**src/rtl/core/irpd_pkg.sv**
```systemverilog
// shared types and constants for the infrared pulse-distance decoder
`timescale 1ns / 1ps
`default_nettype none

package irpd_pkg;

    localparam int unsigned IRPD_FRAME_BYTES = 5;
    localparam int unsigned IRPD_TIME_W      = 16;
    localparam int unsigned IRPD_KIND_W      = 2;
    localparam int unsigned IRPD_DATA_W      = 40;
    localparam int unsigned IRPD_CFG_IDX_W   = 3;
    localparam int unsigned IRPD_BIT_CNT_W   = 3;
    localparam int unsigned IRPD_BYTE_IDX_W  = 3;

    typedef logic [IRPD_TIME_W-1:0] t_time;

    typedef enum logic [IRPD_CFG_IDX_W-1:0] {
        CFG_LEADER_MIN = 3'd0,
        CFG_LEADER_MAX = 3'd1,
        CFG_ZERO_MIN   = 3'd2,
        CFG_ZERO_MAX   = 3'd3,
        CFG_ONE_MIN    = 3'd4,
        CFG_ONE_MAX    = 3'd5
    } t_cfg_index;

    localparam t_time RST_LEADER_MIN = 16'd8000;
    localparam t_time RST_LEADER_MAX = 16'd9500;
    localparam t_time RST_ZERO_MIN   = 16'd900;
    localparam t_time RST_ZERO_MAX   = 16'd1300;
    localparam t_time RST_ONE_MIN    = 16'd2000;
    localparam t_time RST_ONE_MAX    = 16'd2600;

    typedef struct packed {
        t_time leader_min;
        t_time leader_max;
        t_time zero_min;
        t_time zero_max;
        t_time one_min;
        t_time one_max;
    } t_cfg;

    typedef enum logic [1:0] {
        PH_IDLE   = 2'd0,
        PH_LEADER = 2'd1,
        PH_BITS   = 2'd2
    } t_phase;

    typedef enum logic [IRPD_KIND_W-1:0] {
        KIND_FRAME      = 2'd0,
        KIND_LEADER_ERR = 2'd1,
        KIND_BIT_ERR    = 2'd2
    } t_kind;

    typedef struct packed {
        logic                   valid;
        t_kind                  kind;
        logic [IRPD_DATA_W-1:0] data;
    } t_result;

endpackage

`default_nettype wire

```
**src/rtl/core/irpd_cfg_regs.sv**
```systemverilog
// timing window registers with their reset values
`timescale 1ns / 1ps
`default_nettype none

module irpd_cfg_regs (
    input  wire                                 i_clk,
    input  wire                                 i_rst_n,
    input  wire                                 i_cfg_we,
    input  wire [irpd_pkg::IRPD_CFG_IDX_W-1:0]  i_cfg_index,
    input  wire [irpd_pkg::IRPD_TIME_W-1:0]     i_cfg_data,
    output irpd_pkg::t_cfg                      o_cfg
);
    import irpd_pkg::*;

    t_cfg r_cfg;
    t_cfg n_cfg;

    always_comb begin
        n_cfg = r_cfg;
        if (i_cfg_we) begin
            unique case (t_cfg_index'(i_cfg_index))
                CFG_LEADER_MIN: n_cfg.leader_min = i_cfg_data;
                CFG_LEADER_MAX: n_cfg.leader_max = i_cfg_data;
                CFG_ZERO_MIN:   n_cfg.zero_min   = i_cfg_data;
                CFG_ZERO_MAX:   n_cfg.zero_max   = i_cfg_data;
                CFG_ONE_MIN:    n_cfg.one_min    = i_cfg_data;
                CFG_ONE_MAX:    n_cfg.one_max    = i_cfg_data;
                default:        n_cfg = r_cfg;
            endcase
        end
    end

    always_ff @(posedge i_clk) begin
        if (!i_rst_n) begin
            r_cfg.leader_min <= RST_LEADER_MIN;
            r_cfg.leader_max <= RST_LEADER_MAX;
            r_cfg.zero_min   <= RST_ZERO_MIN;
            r_cfg.zero_max   <= RST_ZERO_MAX;
            r_cfg.one_min    <= RST_ONE_MIN;
            r_cfg.one_max    <= RST_ONE_MAX;
        end else begin
            r_cfg <= n_cfg;
        end
    end

    assign o_cfg = r_cfg;

endmodule

`default_nettype wire

```
**src/rtl/core/irpd_decode.sv**
```systemverilog
// phase machine, interval classification and byte assembly
`timescale 1ns / 1ps
`default_nettype none

module irpd_decode #(
    parameter int unsigned FRAME_BYTES = irpd_pkg::IRPD_FRAME_BYTES
) (
    input  wire                              i_clk,
    input  wire                              i_rst_n,
    input  wire                              i_accept,
    input  wire [irpd_pkg::IRPD_TIME_W-1:0]  i_edge_interval,
    input  irpd_pkg::t_cfg                   i_cfg,
    output irpd_pkg::t_result                o_result
);
    import irpd_pkg::*;

    localparam logic [IRPD_BYTE_IDX_W:0] LastByteCount = (IRPD_BYTE_IDX_W+1)'(FRAME_BYTES);

    t_phase                     r_phase,      n_phase;
    logic [6:0]                 r_bit_shift,  n_bit_shift;
    logic [IRPD_BIT_CNT_W-1:0]  r_bit_count,  n_bit_count;
    logic [IRPD_BYTE_IDX_W-1:0] r_byte_index, n_byte_index;
    logic [IRPD_DATA_W-1:0]     r_frame,      n_frame;

    logic                       in_leader;
    logic                       in_zero;
    logic                       in_one;
    logic                       rx_bit;
    logic [7:0]                 rx_byte;
    logic [IRPD_DATA_W-1:0]     frame_next;
    logic [IRPD_BYTE_IDX_W:0]   byte_next;

    // windows are inclusive, an empty window (min above max) matches nothing
    assign in_leader = (i_edge_interval >= i_cfg.leader_min) &&
                       (i_edge_interval <= i_cfg.leader_max);
    assign in_zero   = (i_edge_interval >= i_cfg.zero_min) &&
                       (i_edge_interval <= i_cfg.zero_max);
    assign in_one    = (i_edge_interval >= i_cfg.one_min) &&
                       (i_edge_interval <= i_cfg.one_max);

    assign rx_bit     = !in_zero;
    assign rx_byte    = {r_bit_shift, rx_bit};
    assign frame_next = {r_frame[IRPD_DATA_W-9:0], rx_byte};
    assign byte_next  = {1'b0, r_byte_index} + 1'b1;

    always_comb begin
        n_phase      = r_phase;
        n_bit_shift  = r_bit_shift;
        n_bit_count  = r_bit_count;
        n_byte_index = r_byte_index;
        n_frame      = r_frame;
        o_result     = '{valid: 1'b0, kind: KIND_FRAME, data: '0};
        if (i_accept) begin
            unique case (r_phase)
                PH_IDLE: begin
                    n_phase = PH_LEADER;
                end
                PH_LEADER: begin
                    if (in_leader) begin
                        n_phase = PH_BITS;
                    end else begin
                        n_phase      = PH_IDLE;
                        n_bit_shift  = '0;
                        n_bit_count  = '0;
                        n_byte_index = '0;
                        n_frame      = '0;
                        o_result     = '{valid: 1'b1, kind: KIND_LEADER_ERR, data: '0};
                    end
                end
                PH_BITS: begin
                    if (!in_zero && !in_one) begin
                        n_phase      = PH_IDLE;
                        n_bit_shift  = '0;
                        n_bit_count  = '0;
                        n_byte_index = '0;
                        n_frame      = '0;
                        o_result     = '{valid: 1'b1, kind: KIND_BIT_ERR, data: '0};
                    end else if (r_bit_count != '1) begin
                        n_bit_shift = {r_bit_shift[5:0], rx_bit};
                        n_bit_count = r_bit_count + 1'b1;
                    end else if (byte_next >= LastByteCount) begin
                        // last byte of the frame closes it
                        n_phase      = PH_IDLE;
                        n_bit_shift  = '0;
                        n_bit_count  = '0;
                        n_byte_index = '0;
                        n_frame      = '0;
                        o_result     = '{valid: 1'b1, kind: KIND_FRAME, data: frame_next};
                    end else begin
                        n_bit_shift  = '0;
                        n_bit_count  = '0;
                        n_byte_index = byte_next[IRPD_BYTE_IDX_W-1:0];
                        n_frame      = frame_next;
                    end
                end
                default: begin
                    n_phase = PH_IDLE;
                end
            endcase
        end
    end

    always_ff @(posedge i_clk) begin
        if (!i_rst_n) begin
            r_phase      <= PH_IDLE;
            r_bit_shift  <= '0;
            r_bit_count  <= '0;
            r_byte_index <= '0;
            r_frame      <= '0;
        end else begin
            r_phase      <= n_phase;
            r_bit_shift  <= n_bit_shift;
            r_bit_count  <= n_bit_count;
            r_byte_index <= n_byte_index;
            r_frame      <= n_frame;
        end
    end

endmodule

`default_nettype wire

```
**src/rtl/core/irpd_out_buf.sv**
```systemverilog
// result register with a skid slot for the output channel
`timescale 1ns / 1ps
`default_nettype none

module irpd_out_buf (
    input  wire                 i_clk,
    input  wire                 i_rst_n,
    input  irpd_pkg::t_result   i_result,
    input  wire                 i_stall,
    output logic                o_full,
    output irpd_pkg::t_result   o_result
);
    import irpd_pkg::*;

    t_result r_out, n_out;
    t_result r_skid, n_skid;
    logic    pop;

    assign pop = r_out.valid && !i_stall;

    always_comb begin
        n_out  = r_out;
        n_skid = r_skid;
        if (!r_out.valid || pop) begin
            // skid entry is older, it goes first
            if (r_skid.valid) begin
                n_out        = r_skid;
                n_skid.valid = 1'b0;
            end else begin
                n_out = i_result;
            end
        end else if (i_result.valid) begin
            n_skid = i_result;
        end
    end

    always_ff @(posedge i_clk) begin
        if (!i_rst_n) begin
            r_out.valid  <= 1'b0;
            r_skid.valid <= 1'b0;
        end else begin
            r_out.valid  <= n_out.valid;
            r_skid.valid <= n_skid.valid;
        end
        r_out.kind  <= n_out.kind;
        r_out.data  <= n_out.data;
        r_skid.kind <= n_skid.kind;
        r_skid.data <= n_skid.data;
    end

    assign o_full   = r_skid.valid;
    assign o_result = r_out;

endmodule

`default_nettype wire

```
**src/rtl/core/ir_pulse_distance_decoder.sv**
```systemverilog
// top level of the infrared pulse-distance frame decoder
//
//  channel  direction  handshake                  payload
//  in       sink       i_in_valid / o_in_stall    i_edge_interval
//  out      source     o_out_valid / i_out_stall  o_result_kind, o_frame_data
//  cfg      sink       i_cfg_we                   i_cfg_index, i_cfg_data
//
// one edge request is taken per cycle while o_in_stall is low; its result,
// if any, goes to the result register, or to the skid slot while the output stalls.
// a two-entry result buffer (register plus skid slot) decouples the sides;
// input stalls only while the skid slot holds a result.
// synchronous active-low reset returns to idle with the default windows.
`timescale 1ns / 1ps
`default_nettype none

module ir_pulse_distance_decoder #(
    parameter int unsigned FRAME_BYTES = irpd_pkg::IRPD_FRAME_BYTES
) (
    input  wire                                 i_clk,
    input  wire                                 i_rst_n,
    input  wire                                 i_in_valid,
    output logic                                o_in_stall,
    input  wire [irpd_pkg::IRPD_TIME_W-1:0]     i_edge_interval,
    output logic                                o_out_valid,
    input  wire                                 i_out_stall,
    output logic [irpd_pkg::IRPD_KIND_W-1:0]    o_result_kind,
    output logic [irpd_pkg::IRPD_DATA_W-1:0]    o_frame_data,
    input  wire                                 i_cfg_we,
    input  wire [irpd_pkg::IRPD_CFG_IDX_W-1:0]  i_cfg_index,
    input  wire [irpd_pkg::IRPD_TIME_W-1:0]     i_cfg_data
);
    import irpd_pkg::*;

    t_cfg    cfg;
    t_result dec_result;
    t_result out_result;
    logic    buf_full;
    logic    accept;

    assign o_in_stall = buf_full;
    assign accept     = i_in_valid && !buf_full;

    irpd_cfg_regs u_cfg (
        .i_clk       (i_clk),
        .i_rst_n     (i_rst_n),
        .i_cfg_we    (i_cfg_we),
        .i_cfg_index (i_cfg_index),
        .i_cfg_data  (i_cfg_data),
        .o_cfg       (cfg)
    );

    irpd_decode #(
        .FRAME_BYTES (FRAME_BYTES)
    ) u_decode (
        .i_clk           (i_clk),
        .i_rst_n         (i_rst_n),
        .i_accept        (accept),
        .i_edge_interval (i_edge_interval),
        .i_cfg           (cfg),
        .o_result        (dec_result)
    );

    irpd_out_buf u_out (
        .i_clk    (i_clk),
        .i_rst_n  (i_rst_n),
        .i_result (dec_result),
        .i_stall  (i_out_stall),
        .o_full   (buf_full),
        .o_result (out_result)
    );

    assign o_out_valid   = out_result.valid;
    assign o_result_kind = out_result.kind;
    assign o_frame_data  = out_result.data;

endmodule

`default_nettype wire
```
**config.mk**
```make
export PLATFORM = sky130hd
export DESIGN_NAME = ir_pulse_distance_decoder
export DESIGN_NICKNAME = d
export VERILOG_FILES = /design/src/rtl/core/irpd_pkg.sv /design/src/rtl/core/irpd_cfg_regs.sv /design/src/rtl/core/irpd_decode.sv /design/src/rtl/core/irpd_out_buf.sv /design/src/rtl/core/ir_pulse_distance_decoder.sv
export SDC_FILE = /design/constraint.sdc
export NUM_CORES = 1
export LEC_CHECK = 0
export BUFFER_PORTS_ARGS = -buffer_cell sky130_fd_sc_hd__buf_4
export CORE_UTILIZATION = 45
export CTS_CLUSTER_DIAMETER = 100
export DETAILED_ROUTE_END_ITERATION = 10
export GPL_ROUTABILITY_DRIVEN = 0
export SYNTH_ARGS = -nofsm -noshare
export SYNTH_HDL_FRONTEND = slang
export SYNTH_SLANG_ARGS = --single-unit
```
**constraint.sdc**
```tcl
create_clock -name i_clk -period 7 [get_ports i_clk]
set_clock_uncertainty 0.2 [all_clocks]
set_input_delay 0.7 -clock i_clk [delete_from_list [all_inputs] [get_ports i_clk]]
set_output_delay 0.7 -clock i_clk [all_outputs]
set_load 0.02 [all_outputs]
```
==> summary.txt <==
Status
  – Outcome: complete, no violations

Logic synthesis
  – Area leader, netlist: dfxtp_1
  – Syn nets: 1,311
  – Commonest cells post-synth: nand2_1, dfxtp_1, inv_1
  – FF+latch count, synth: 229
  – Post-synth EDFFs: 84
  – Top post-synthesis cells by area: dfxtp_1, edfxtp_1, ha_1, nand2_1, a21oi_1
  – Post-synth top area share: 25.9%
  – Post-synth ARST share: 0%
  – Synth Flop Type: dfxtp_1
  – Share of the yosys chip area belonging to registers: 48.3%
  – Synth warn: 0
  – Cell with the most instances after synthesis: nand2_1
  – Mapped cell area: 0.0112 mm2
  – Cell variety after synth: 56
  – Syn Area/Cell: 9.62 um2
  – Post-Syn Instances: 1,167

Die
  – Initial core utilization: 46.0%
  – Core outline area: 0.0244 mm2
  – Die width: 160 um
  – Row cnt: 57
  – Total die area: 0.0256 mm2
  – Die Height: 160 um
  – Io pins: 84

Run
  – Max_cap viols: 0

Power and ir drop
  – Clock power frac: 42.7%
  – Total power: 0.00285 W
  – Leak: 5.17 nW
  – Maximum vdd drop: 160 uV
  – Seq pwr share: 49.1%
  – Gate power share: 8.2%
  – NetSw: 0.000659 W
  – Internal Power: 0.00219 W
  – Pwr/cell area: 221 mW/mm2
  – Sw Ratio: 23.1%

Clocking
  – CTS tree: yes
  – Clock-pin slew of the registers on the worst-case setup and hold paths: 0.05 ns
  – CTS resizes: 0
  – Root Driver: clkbuf_16
  – Post-CTS setup repair buffer count: 0
  – Clk Latency, worst-skew pair: 0.51 ns
  – Hold Buf Count CTS: 0
  – Number of H-tree levels: 1
  – CTS Buf Count: 25
  – CTS max path bufs: 3
  – CTS Sinks: 229

Global routing
  – Initial antenna violation count: 0
  – GRT Util Overall: 21.1%
  – First-pass GRT wire length: 42.6 mm
  – Number of global-route vias before repair: 7,999
  – Largest net degree at the start of global routing: 79
  – Overflow after GRT: 0

Timing
  – Final hold violation count: 0
  – Setup TNS: 0 ns
  – Fin crit period: 3.60 ns
  – RSZ-0062 raised after global routing: no
  – WHS: 0.253 ns
  – Final critical-path setup slack: 3.40 ns
  – Post-route clock period utilization: 51.5%
  – Pins Over Slew Limit: 0
  – Least-Margin Pin Slew: 1.06 ns
  – Max_slew headroom: 29.0%
  – Max Clock Freq: 0.277 GHz
  – Setup violations, final: 0

Layout
  – Register area: 0.00543 mm2
  – Layout cell share with drive strength beyond 1: 11.9%
  – Diodes inserted: 0
  – Syn-to-layout area delta: 14.5%
  – Post-layout net count: 1,374
  – Layout filler cell count: 2,298
  – Area occupied by multi-input gates: 0.00518 mm2

Min path
  – HP Class: flop to flop
  – Worst hold path depth: 2

Routing
  – Final Routed Wirelength: 26.9 mm
  – Via count: 8,309
  – Initial drt markers: 495
  – Post-route DRC: 0
  – Pre-antenna DRT Iters: 5
  – DR vias/cell: 5.29
  – Routed Antenna Nets: 0
  – WL per Instance: 17.1 um

Placement
  – Post-place setup slack: 2.91 ns
  – PortBufs: 83
  – DPL Wire Length: 18.6 mm

Critical path
  – Worst reg-to-reg path cell count: 10
  – Critical Path End Type: flop
  – Crit path DAT: 3.54 ns
  – Worst setup path class: input pin to flop
  – CP Launch Type: input pin
  – CP Max Fanout: 42
  – Worst path required time: 6.94 ns
-- logic make-up (layout without fill, tap and decap cells) --
family	count (synthesis)	after routing	synth area share [%]
simple gates	398	398	16.2
compound gates	240	240	14.9
flops	229	229	48.3
buf+inv	162	243	5.90
fa+ha+maj	104	104	11.6
mux	34	34	3.03
-- layout by cell type (no fill, tap or decap), types with 3 or more instances in the layout --
| cell | n |
|---|---|
| nor2_2 | 3 |
| o22ai_1 | 9 |
| o21ai_0 | 10 |
| o221ai_1 | 5 |
| a41oi_1 | 3 |
| clkinv_2 | 3 |
| clkbuf_1 | 12 |
| dfxtp_1 | 145 |
| a21o_1 | 9 |
| a22o_1 | 41 |
| nor2b_1 | 8 |
| nand2_1 | 242 |
| clkbuf_16 | 25 |
| nand2b_1 | 12 |
| inv_1 | 105 |
| clkbuf_8 | 5 |
| nand3_1 | 38 |
| o211ai_1 | 32 |
| nor2_1 | 11 |
| a31oi_1 | 3 |
| a211oi_1 | 4 |
| nor3_1 | 7 |
| nand4_1 | 16 |
| ha_1 | 104 |
| nor3_2 | 3 |
| o21a_1 | 4 |
| mux2i_1 | 34 |
| and2_1 | 41 |
| buf_4 | 92 |
| a21oi_1 | 100 |
| edfxtp_1 | 84 |
-- sequential cells by signal (all words and copies together), names as in the netlist --
register               count
u_cfg.o_cfg               96
u_decode.r_bit_count       3
u_decode.r_bit_shift       7
u_decode.r_byte_index      3
u_decode.r_frame          32
u_decode.r_phase           2
u_out.o_full               1
u_out.o_result            43
u_out.r_skid              42
-- per-stage QoR --
| step | std cells | util, % | instance area (um2) |
|---|---|---|---|
| after global placement | 1527 | 49.6 | 12100 |
| after detailed placement | 1527 | 49.6 | 12100 |
| final | 1572 | 52.7 | 12900 |
| after CTS | 1572 | 52.7 | 12900 |
| after floorplan | 1167 | - | 11200 |
| after global routing | 1572 | 52.7 | 12900 |
-- final cells by class --
class,count,area share (%)
repair buffers,92,5.37
clock buffers,42,5.75
well taps,324,3.15
flip-flops and latches,229,42.2
inverters,106,3.10
multi-input cells,776,40.3
clock inverters,3,0.117
-- per-layer routing --
metal,GRT usage (%),wire [um],vias to the layer above
met1,25.8,11500,3868
met4,7.45,803,0
met2,37.8,13300,181
met3,2.94,1200,45
met5,0,0,-
li1,-,-,4215
-- final timing paths --
check	from	to	slack (ns)
hold reg to reg	u_cfg.o_cfg[70]$_SDFFE_PN0P_	u_cfg.o_cfg[70]$_SDFFE_PN0P_	0.25
hold / removal	u_cfg.o_cfg[70]$_SDFFE_PN0P_	u_cfg.o_cfg[70]$_SDFFE_PN0P_	0.25
setup / recovery	i_edge_interval[0]	u_out.r_skid[23]$_DFFE_PP_	3.40
setup reg to reg	u_cfg.o_cfg[87]$_SDFFE_PN0P_	u_out.r_skid[23]$_DFFE_PP_	3.45
-- power groups by stage --
stage	registers [W]	logic [W]	clock network, W
after global placement	0.00143	0.000229	0
after global routing	0.00140	0.000259	0.00130
after detailed placement	0.00143	0.000232	0
after floorplan	0.00143	0.000137	0
after CTS	0.00140	0.000234	0.00125
final	0.00140	0.000233	0.00122
-- critical path: stages --
cell and delay [ns]:
buf_4 0.11, inv_1 0.20, ha_1 0.27, nand2b_1 0.14, a2111o_1 0.44, a32oi_1 0.31, nand3_1 0.18, a22oi_1 0.22
o21ai_0 0.24, a21oi_4 0.19, buf_4 0.49
No activity file was read; power rests on OpenSTA's default activity.
